## src/sv/bba_pkg.sv

```systemverilog
// ============================================================================
// bba_pkg: shared types and codes of the bitmap block allocator
// Request and response payloads, request kinds, status codes and the fixed
// field widths.
// ============================================================================
package bba_pkg;

    localparam int CNT_W  = 11;             // block counts, 0..2047
    localparam int IDX_W  = 10;             // block index on the ports
    localparam int WORD_W = 32;             // bitmap bits per memory word
    localparam int BIT_W  = 5;              // bit position within a word
    localparam int WIDX_W = CNT_W - BIT_W;  // word number below any bound

    localparam logic [CNT_W-1:0] BLOCK_COUNT_RESET = 11'd1024;

    // Request kinds
    localparam logic [1:0] REQ_ALLOC   = 2'd0;
    localparam logic [1:0] REQ_RELEASE = 2'd1;
    localparam logic [1:0] REQ_MARK    = 2'd2;
    localparam logic [1:0] REQ_CHECK   = 2'd3;

    // Result status codes
    localparam logic [1:0] STAT_OK      = 2'd0;
    localparam logic [1:0] STAT_NO_FREE = 2'd1;
    localparam logic [1:0] STAT_RANGE   = 2'd2;

    typedef struct packed {
        logic [1:0]       req_type;
        logic [IDX_W-1:0] block_index;
        logic [CNT_W-1:0] needed_blocks;
    } req_t;

    typedef struct packed {
        logic [1:0]       status;
        logic [IDX_W-1:0] granted_block;
        logic             enough_free;
        logic [CNT_W-1:0] free_blocks;
    } rsp_t;

endpackage

```

## src/sv/bba_map_ram.sv

```systemverilog
// ============================================================================
// bba_map_ram: bitmap word store
// Single write port, single read port, read data registered.
// ============================================================================
module bba_map_ram #(
    parameter int DEPTH = 32,
    parameter int AW    = 5,
    parameter int DW    = 32
) (
    input  logic          clk,
    input  logic          wr_en,
    input  logic [AW-1:0] wr_addr,
    input  logic [DW-1:0] wr_data,
    input  logic [AW-1:0] rd_addr,
    output logic [DW-1:0] rd_data
);

    logic [DW-1:0] mem [DEPTH];

    always_ff @(posedge clk)
    begin
        if (wr_en)
        begin
            mem[wr_addr] <= wr_data;
        end
    end

    always_ff @(posedge clk)
    begin
        rd_data <= mem[rd_addr];
    end

endmodule

```

## src/sv/bitmap_block_allocator_core.sv

```systemverilog
// ============================================================================
// bitmap_block_allocator_core: used/free bitmap over storage blocks
// Release, mark-used and check: the request is registered, then executed
// against the bitmap word read for it; one request at a time, the next is
// taken once the result has moved into the output register.
// Allocate: the scan reads bitmap words one per cycle, up to ceil(bound/32),
// 32 at the default bound, over the single read port of the bitmap memory.
// Reset and every block_count write: clearing pass over ceil(bound/32)
// words (at least one) before the first item is taken.
// ============================================================================
module bitmap_block_allocator_core #(
    parameter int NUM_BLOCKS = 1024
) (
    input  logic                       clk,
    input  logic                       rst_n,
    input  logic                       in_valid,
    output logic                       in_ready,
    input  bba_pkg::req_t              in_data,
    output logic                       out_valid,
    input  logic                       out_ready,
    output bba_pkg::rsp_t              out_data,
    input  logic                       cfg_we,
    input  logic [bba_pkg::CNT_W-1:0]  cfg_wdata
);

    import bba_pkg::*;

    localparam int NUM_WORDS = (NUM_BLOCKS + WORD_W - 1) / WORD_W;
    localparam int WAW       = (NUM_WORDS > 1) ? $clog2(NUM_WORDS) : 1;
    localparam logic [CNT_W-1:0] BOUND_RESET =
        CNT_W'((NUM_BLOCKS < 1024) ? NUM_BLOCKS : 1024);

    typedef enum logic [1:0] {
        S_CLEAR,
        S_IDLE,
        S_EXEC,
        S_OUT
    } state_t;

    // Lowest set bit of a word: isolate it, then encode the one-hot.
    function automatic logic [BIT_W-1:0] lowest_set(input logic [WORD_W-1:0] v);
        logic [WORD_W-1:0] one_hot;
        logic [BIT_W-1:0]  pos;
        one_hot = v & (~v + WORD_W'(1));
        pos     = '0;
        for (int j = 0; j < WORD_W; j++)
        begin
            pos = pos | (one_hot[j] ? BIT_W'(j) : '0);
        end
        return pos;
    endfunction

    state_t            state_reg;
    req_t              req_reg;
    rsp_t              res_reg;
    rsp_t              out_reg;
    logic              out_valid_reg;
    logic [WIDX_W-1:0] word_reg;
    logic [WIDX_W-1:0] clear_reg;
    logic [CNT_W-1:0]  bound_reg;
    logic [CNT_W-1:0]  free_reg;

    // Bitmap memory ports
    logic              wr_en;
    logic [WIDX_W-1:0] wr_word;
    logic [WORD_W-1:0] wr_data;
    logic [WIDX_W-1:0] rd_word;
    logic [WORD_W-1:0] rd_data;

    // Bound and word bookkeeping
    logic [CNT_W-1:0]  bound_next;
    logic [CNT_W-1:0]  bound_m1;
    logic [WIDX_W-1:0] last_word;
    logic [WIDX_W-1:0] in_word;

    // Execute-stage datapath
    logic [WORD_W-1:0] valid_mask;
    logic [WORD_W-1:0] free_bits;
    logic [WORD_W-1:0] pick_bit;
    logic [BIT_W-1:0]  pick_pos;
    logic [WORD_W-1:0] idx_bit;
    logic              idx_in_range;
    logic              idx_used;
    logic              done;
    logic [CNT_W-1:0]  free_next;
    logic [CNT_W-1:0]  granted_full;
    rsp_t              res_next;

    // Output register load: a finished result moves in when the register is free.
    logic              out_load;

    assign in_ready  = (state_reg == S_IDLE);
    assign out_valid = out_valid_reg;
    assign out_data  = out_reg;
    assign out_load  = (state_reg == S_OUT) && !cfg_we && (!out_valid_reg || out_ready);

    // Active bound saturates at the size of the map.
    assign bound_next = (32'(cfg_wdata) < NUM_BLOCKS) ? cfg_wdata : CNT_W'(NUM_BLOCKS);

    // Last word that holds a block below the bound; word zero when the bound is zero.
    assign bound_m1  = bound_reg - CNT_W'(1);
    assign last_word = (bound_reg == '0) ? '0 : bound_m1[CNT_W-1:BIT_W];
    assign in_word   = WIDX_W'(in_data.block_index[IDX_W-1:BIT_W]);

    // Read address: the first word of a new request, else the next scan word.
    always_comb
    begin
        rd_word = word_reg;
        if (state_reg == S_IDLE)
        begin
            rd_word = (in_data.req_type == REQ_ALLOC) ? '0 : in_word;
        end
        else if (state_reg == S_EXEC)
        begin
            rd_word = word_reg + WIDX_W'(1);
        end
    end

    // Mask off bits at or above the bound in the word being scanned.
    always_comb
    begin
        if (word_reg < bound_reg[CNT_W-1:BIT_W])
        begin
            valid_mask = '1;
        end
        else if (word_reg == bound_reg[CNT_W-1:BIT_W])
        begin
            valid_mask = (WORD_W'(1) << bound_reg[BIT_W-1:0]) - WORD_W'(1);
        end
        else
        begin
            valid_mask = '0;
        end
    end

    assign free_bits    = ~rd_data & valid_mask;
    assign pick_bit     = free_bits & (~free_bits + WORD_W'(1));
    assign pick_pos     = lowest_set(free_bits);
    assign granted_full = {word_reg, pick_pos};

    assign idx_bit      = WORD_W'(1) << req_reg.block_index[BIT_W-1:0];
    assign idx_in_range = ({1'b0, req_reg.block_index} < bound_reg);
    assign idx_used     = |(rd_data & idx_bit);

    // Clearing pass: zero one word; else execute one step of the current request against the word just read.
    always_comb
    begin
        wr_en     = 1'b0;
        wr_word   = word_reg;
        wr_data   = rd_data;
        free_next = free_reg;
        done      = 1'b1;
        res_next  = '0;
        res_next.status = STAT_OK;

        if (state_reg == S_CLEAR)
        begin
            wr_en   = 1'b1;
            wr_word = clear_reg;
            wr_data = '0;
        end
        else if (state_reg == S_EXEC)
        begin
            case (req_reg.req_type)
                REQ_ALLOC:
                begin
                    if (bound_reg == '0)
                    begin
                        res_next.status = STAT_NO_FREE;
                    end
                    else if (|free_bits)
                    begin
                        wr_en     = 1'b1;
                        wr_data   = rd_data | pick_bit;
                        free_next = free_reg - CNT_W'(1);
                        res_next.granted_block = granted_full[IDX_W-1:0];
                    end
                    else if (word_reg != last_word)
                    begin
                        done = 1'b0;
                    end
                    else
                    begin
                        res_next.status = STAT_NO_FREE;
                    end
                end
                REQ_RELEASE, REQ_MARK:
                begin
                    if (!idx_in_range)
                    begin
                        res_next.status = STAT_RANGE;
                    end
                    else if (req_reg.req_type == REQ_RELEASE)
                    begin
                        if (idx_used)
                        begin
                            wr_en     = 1'b1;
                            wr_data   = rd_data & ~idx_bit;
                            free_next = free_reg + CNT_W'(1);
                        end
                    end
                    else if (!idx_used)
                    begin
                        wr_en     = 1'b1;
                        wr_data   = rd_data | idx_bit;
                        free_next = free_reg - CNT_W'(1);
                    end
                end
                default:
                begin
                    res_next.enough_free = (free_reg >= req_reg.needed_blocks);
                end
            endcase
        end

        res_next.free_blocks = free_next;
    end

    bba_map_ram #(
        .DEPTH (NUM_WORDS),
        .AW    (WAW),
        .DW    (WORD_W)
    ) u_map_ram (
        .clk     (clk),
        .wr_en   (wr_en),
        .wr_addr (WAW'(wr_word)),
        .wr_data (wr_data),
        .rd_addr (WAW'(rd_word)),
        .rd_data (rd_data)
    );

    // Sequencer: clearing pass, request intake, scan / read-modify-write,
    // result hand-off to the output register.
    always_ff @(posedge clk or negedge rst_n)
    begin
        if (!rst_n)
        begin
            state_reg     <= S_CLEAR;
            clear_reg     <= '0;
            word_reg      <= '0;
            bound_reg     <= BOUND_RESET;
            free_reg      <= BOUND_RESET;
            out_valid_reg <= 1'b0;
        end
        else
        begin
            // Refill the output on a load; otherwise drop it once it is taken.
            if (out_load)
            begin
                out_valid_reg <= 1'b1;
            end
            else if (out_ready)
            begin
                out_valid_reg <= 1'b0;
            end

            if (cfg_we)
            begin
                // Reformat: new bound, all blocks free, sweep the map again.
                bound_reg <= bound_next;
                free_reg  <= bound_next;
                clear_reg <= '0;
                state_reg <= S_CLEAR;
            end
            else
            begin
                case (state_reg)
                    S_CLEAR:
                    begin
                        if (clear_reg == last_word)
                        begin
                            state_reg <= S_IDLE;
                        end
                        else
                        begin
                            clear_reg <= clear_reg + WIDX_W'(1);
                        end
                    end
                    S_IDLE:
                    begin
                        if (in_valid)
                        begin
                            req_reg   <= in_data;
                            word_reg  <= rd_word;
                            state_reg <= S_EXEC;
                        end
                    end
                    S_EXEC:
                    begin
                        free_reg <= free_next;
                        if (done)
                        begin
                            res_reg   <= res_next;
                            state_reg <= S_OUT;
                        end
                        else
                        begin
                            // Advance the scan; the next word's read is already issued.
                            word_reg <= word_reg + WIDX_W'(1);
                        end
                    end
                    S_OUT:
                    begin
                        // Hold the result until the output register is free.
                        if (out_load)
                        begin
                            out_reg   <= res_reg;
                            state_reg <= S_IDLE;
                        end
                    end
                    default:
                    begin
                        state_reg <= S_IDLE;
                    end
                endcase
            end
        end
    end

endmodule

```

## config.mk

```make
export PLATFORM = sky130hd
export DESIGN_NAME = bitmap_block_allocator_core
export DESIGN_NICKNAME = d
export VERILOG_FILES = /design/src/sv/bba_pkg.sv /design/src/sv/bba_map_ram.sv /design/src/sv/bitmap_block_allocator_core.sv
export SDC_FILE = /design/constraint.sdc
export NUM_CORES = 2
export LEC_CHECK = 0
export ABC_AREA = 1
export BUFFER_PORTS_ARGS = -buffer_cell sky130_fd_sc_hd__clkbuf_2
export CAP_MARGIN = 30
export CORE_UTILIZATION = 30
export DETAILED_ROUTE_END_ITERATION = 8
export GPL_ROUTABILITY_DRIVEN = 0
export PLACE_DENSITY = 0.5
export SKIP_LAST_GASP = 1
export SYNTH_ARGS = -nofsm -noshare
export SYNTH_HDL_FRONTEND = slang
export SYNTH_SLANG_ARGS = --single-unit
```

## constraint.sdc

```tcl
create_clock -name clk -period 14.2 [get_ports clk]
set_input_delay 2.13 -clock clk [delete_from_list [all_inputs] [get_ports clk]]
set_output_delay 2.13 -clock clk [all_outputs]
set_load 0.005 [all_outputs]
```

==> out/metrics.yaml <==
post_cts_buffers: 0
ys_seq_area_share_pct: 67.3
fin_skew_ps: 33.5
synth.largest_area_cell: "edfxtp_1"
grt_overflow: 0
grt_pass1_vias: 33300
clock-sinks: 1164
synth_top_area_share_pct: 64.2
hold_buffers: 0
dr.pass1.iters: 6
synth_edf_count: 1095
regMostFlops: "u_map_ram.mem"
final_nets: 4274
wl_per_cell_um: 25.0
clkLatencyLatePin_ps: 780
cpPeakStageDelay_ps: 850
area_delta_synth_final_pct: 15.1
cts-resized-gates: 0
grtUsageTotal_pct: 18.6
cts_made_buffers: 131
met1_usage_pct: 26.3
core-area_um2: 169000
design_area_um2: 58900
antenna_found_initial: 2
grt_pass1_wl_mm: 235
synth_commonest_cells: "edfxtp_1, nor2_1, o21ai_0"
io_buffer_count: 64
crit_path_cell_trace: "inv_1 > ha_1 > nand2_1 > nor2_2 > nand3_2 > inv_1 > o21ai_0 > a21oi_1 > nor2_1 > nand2_1 > nor2_2 > nand3_2 > nor2_4 > nand3_4 > nand2_4 > nor2_4 > o21ai_4 > buf_4 > a21oi_4 > buf_4"
setup_viol: 0
finalHoldViolations: 0
syn_area_per_cell_um2: 12.3
r2r_cells: 20
clk_pin_slew_ps: 50
syn_nets: 4240
ys_types: 59
busiest_layer: "met2"
hp-class: "reg -> reg"
crit_slowest_cell: "a21oi_4"
drt_iter0_drc: 3261
start_util_pct: 30.2
rows: 151
status: "finished, final reports clean"
maxCapViolCount: 0
reg.largest.list: "u_map_ram.mem (1024), u_map_ram.rd_data (32)"
largest_reg_flops: 1024
end_kind: "flop"
power_density_nw_per_um2: 226
tns_ps: 0
hold_depth: 0
leakage_nw: 19.7
worstPathArrival_ps: 6430
synth_cells: 4162
yosysMostFrequentCell: "edfxtp_1"
final.setup.worst_slack_ps: 8160
start_kind: "flop"
dpl.hpwl_mm: 86.3
synth_area_leaders: "edfxtp_1, mux2i_1, o21ai_0"
syn_area_um2: 51200
yosys_warnings: 0
rsz0062_at_grt: "false"
synth-main-ff-cell: "edfxtp_1"
die-area_um2: 172000
drcViolationCount: 0
drive_gt1_share_pct: 12.0
max_slew_margin_pct: 27.8
dp_slack_ps: 7650
die_y_um: 415
detail-route-antenna-nets: 0
ys_seq_elements: 1164
worst_pin_slew_ps: 1080
grt_max_degree: 197
via_count: 35000
cts_tree: "yes"
via_per_inst: 5.37
period_minus_slack_ps: 6040
ios: 65
timing.fmax_mhz: 166
fin_crit_sh_pct: 42.5
dpl_cell_area_um2: 54800
cp.required_ps: 14600
met3_usage_pct: 2.88
critPathBufInv: 4
path_max_fanout: 32
slew_viol_final: 0
crit_type: "reg -> reg"
path_delay_family: "buffers and inverters"
async_flop_share_pct: 3.18
ir_worst_vdd_mv: 0.246
met2_usage_pct: 28.9
cp_num_cells: 20
die_x_um: 415
htreeDepth: 4
clock_path_buffers: 3
cts_root_buf: "clkbuf_16"
finalWirelength_mm: 163
-- logic make-up (layout without fill, tap and decap cells) --
family          after synthesis  in the layout  synth area share, %
compound gates              982            982                 12.4
xor+xnor                     29             29                0.496
fa+ha+maj                    39             39                0.953
buf+inv                     510            644                 4.00
flops                      1164           1164                 67.3
mux                         224            224                 4.38
other cells                   0              1                    0
simple gates               1214           1214                 10.5
-- metrics by stage --
step                power [mW]  utilization [%]  hold slack (ps)  std cells
global placement          10.0             32.2              401       6270
floorplan                 8.22                -              400       4162
global route              14.0             34.8              425       6514
detailed placement        10.1             32.4              405       6281
finish                    13.3             34.8              418       6515
CTS                       13.4             34.8              418       6514
-- power breakdown --
part           switching (mW)  leakage (nW)  total [mW]  internal (mW)
Combinational            3.66          6.91        5.12           1.45
Clock                    1.39          2.00        3.29           1.90
Sequential              0.230          10.8        4.91           4.68
-- cells in the final DEF, fill, tap and decap left out, drive strengths merged, types with 18 or more instances in the layout --
master,netlist,final
nand4,38,38
and3,33,33
edfxtp,1095,1095
nand3,180,180
nor2,522,522
mux2i,224,224
o32ai,32,32
o22ai,18,18
nand2,394,394
xor2,25,25
ha,39,39
dfrtp,35,35
o21ai,431,431
buf,64,105
inv,230,237
a311oi,33,33
a31oi,37,37
a21oi,128,128
o211ai,35,35
a41oi,27,27
nor3,35,35
clkbuf,204,237
clkinv,12,52
dfxtp,32,32
o221ai,224,224
-- layer usage --
layer	wire length, um	vias to the layer above
li1	-	15700
met1	73400	17800
met2	74300	1289
met3	10400	247
met4	4830	0
met5	0	-
-- final timing paths --
check	endpoint	startpoint	slack, ps
worst max-delay path	u_map_ram.mem[17][18]$_DFFE_PP_	bound_reg[10]$_DFFE_PN1P_	8160
worst min-delay path	out_data[5]$_DFFE_PP_	res_reg[5]$_DFFE_PP_	420
worst max register to register	u_map_ram.mem[17][18]$_DFFE_PP_	bound_reg[10]$_DFFE_PN1P_	8160
worst min register to register	out_data[5]$_DFFE_PP_	res_reg[5]$_DFFE_PP_	420
max in group asynchronous	out_valid$_DFFE_PN0P_	rst_n	12320
min in group asynchronous	free_reg[2]$_DFFE_PN0P_	rst_n	1430
-- area by class of cell --
class	instances	area, um^2
fill	16500	111000
sequential	1164	34500
multi-input combinational	2488	15300
clock buffer	173	3530
tap	2218	2780
timing repair buffer	169	1320
inverter	242	937
clock inverter	60	586
antenna	1	2.50
Note: power is estimated with default switching activity, not from simulation.
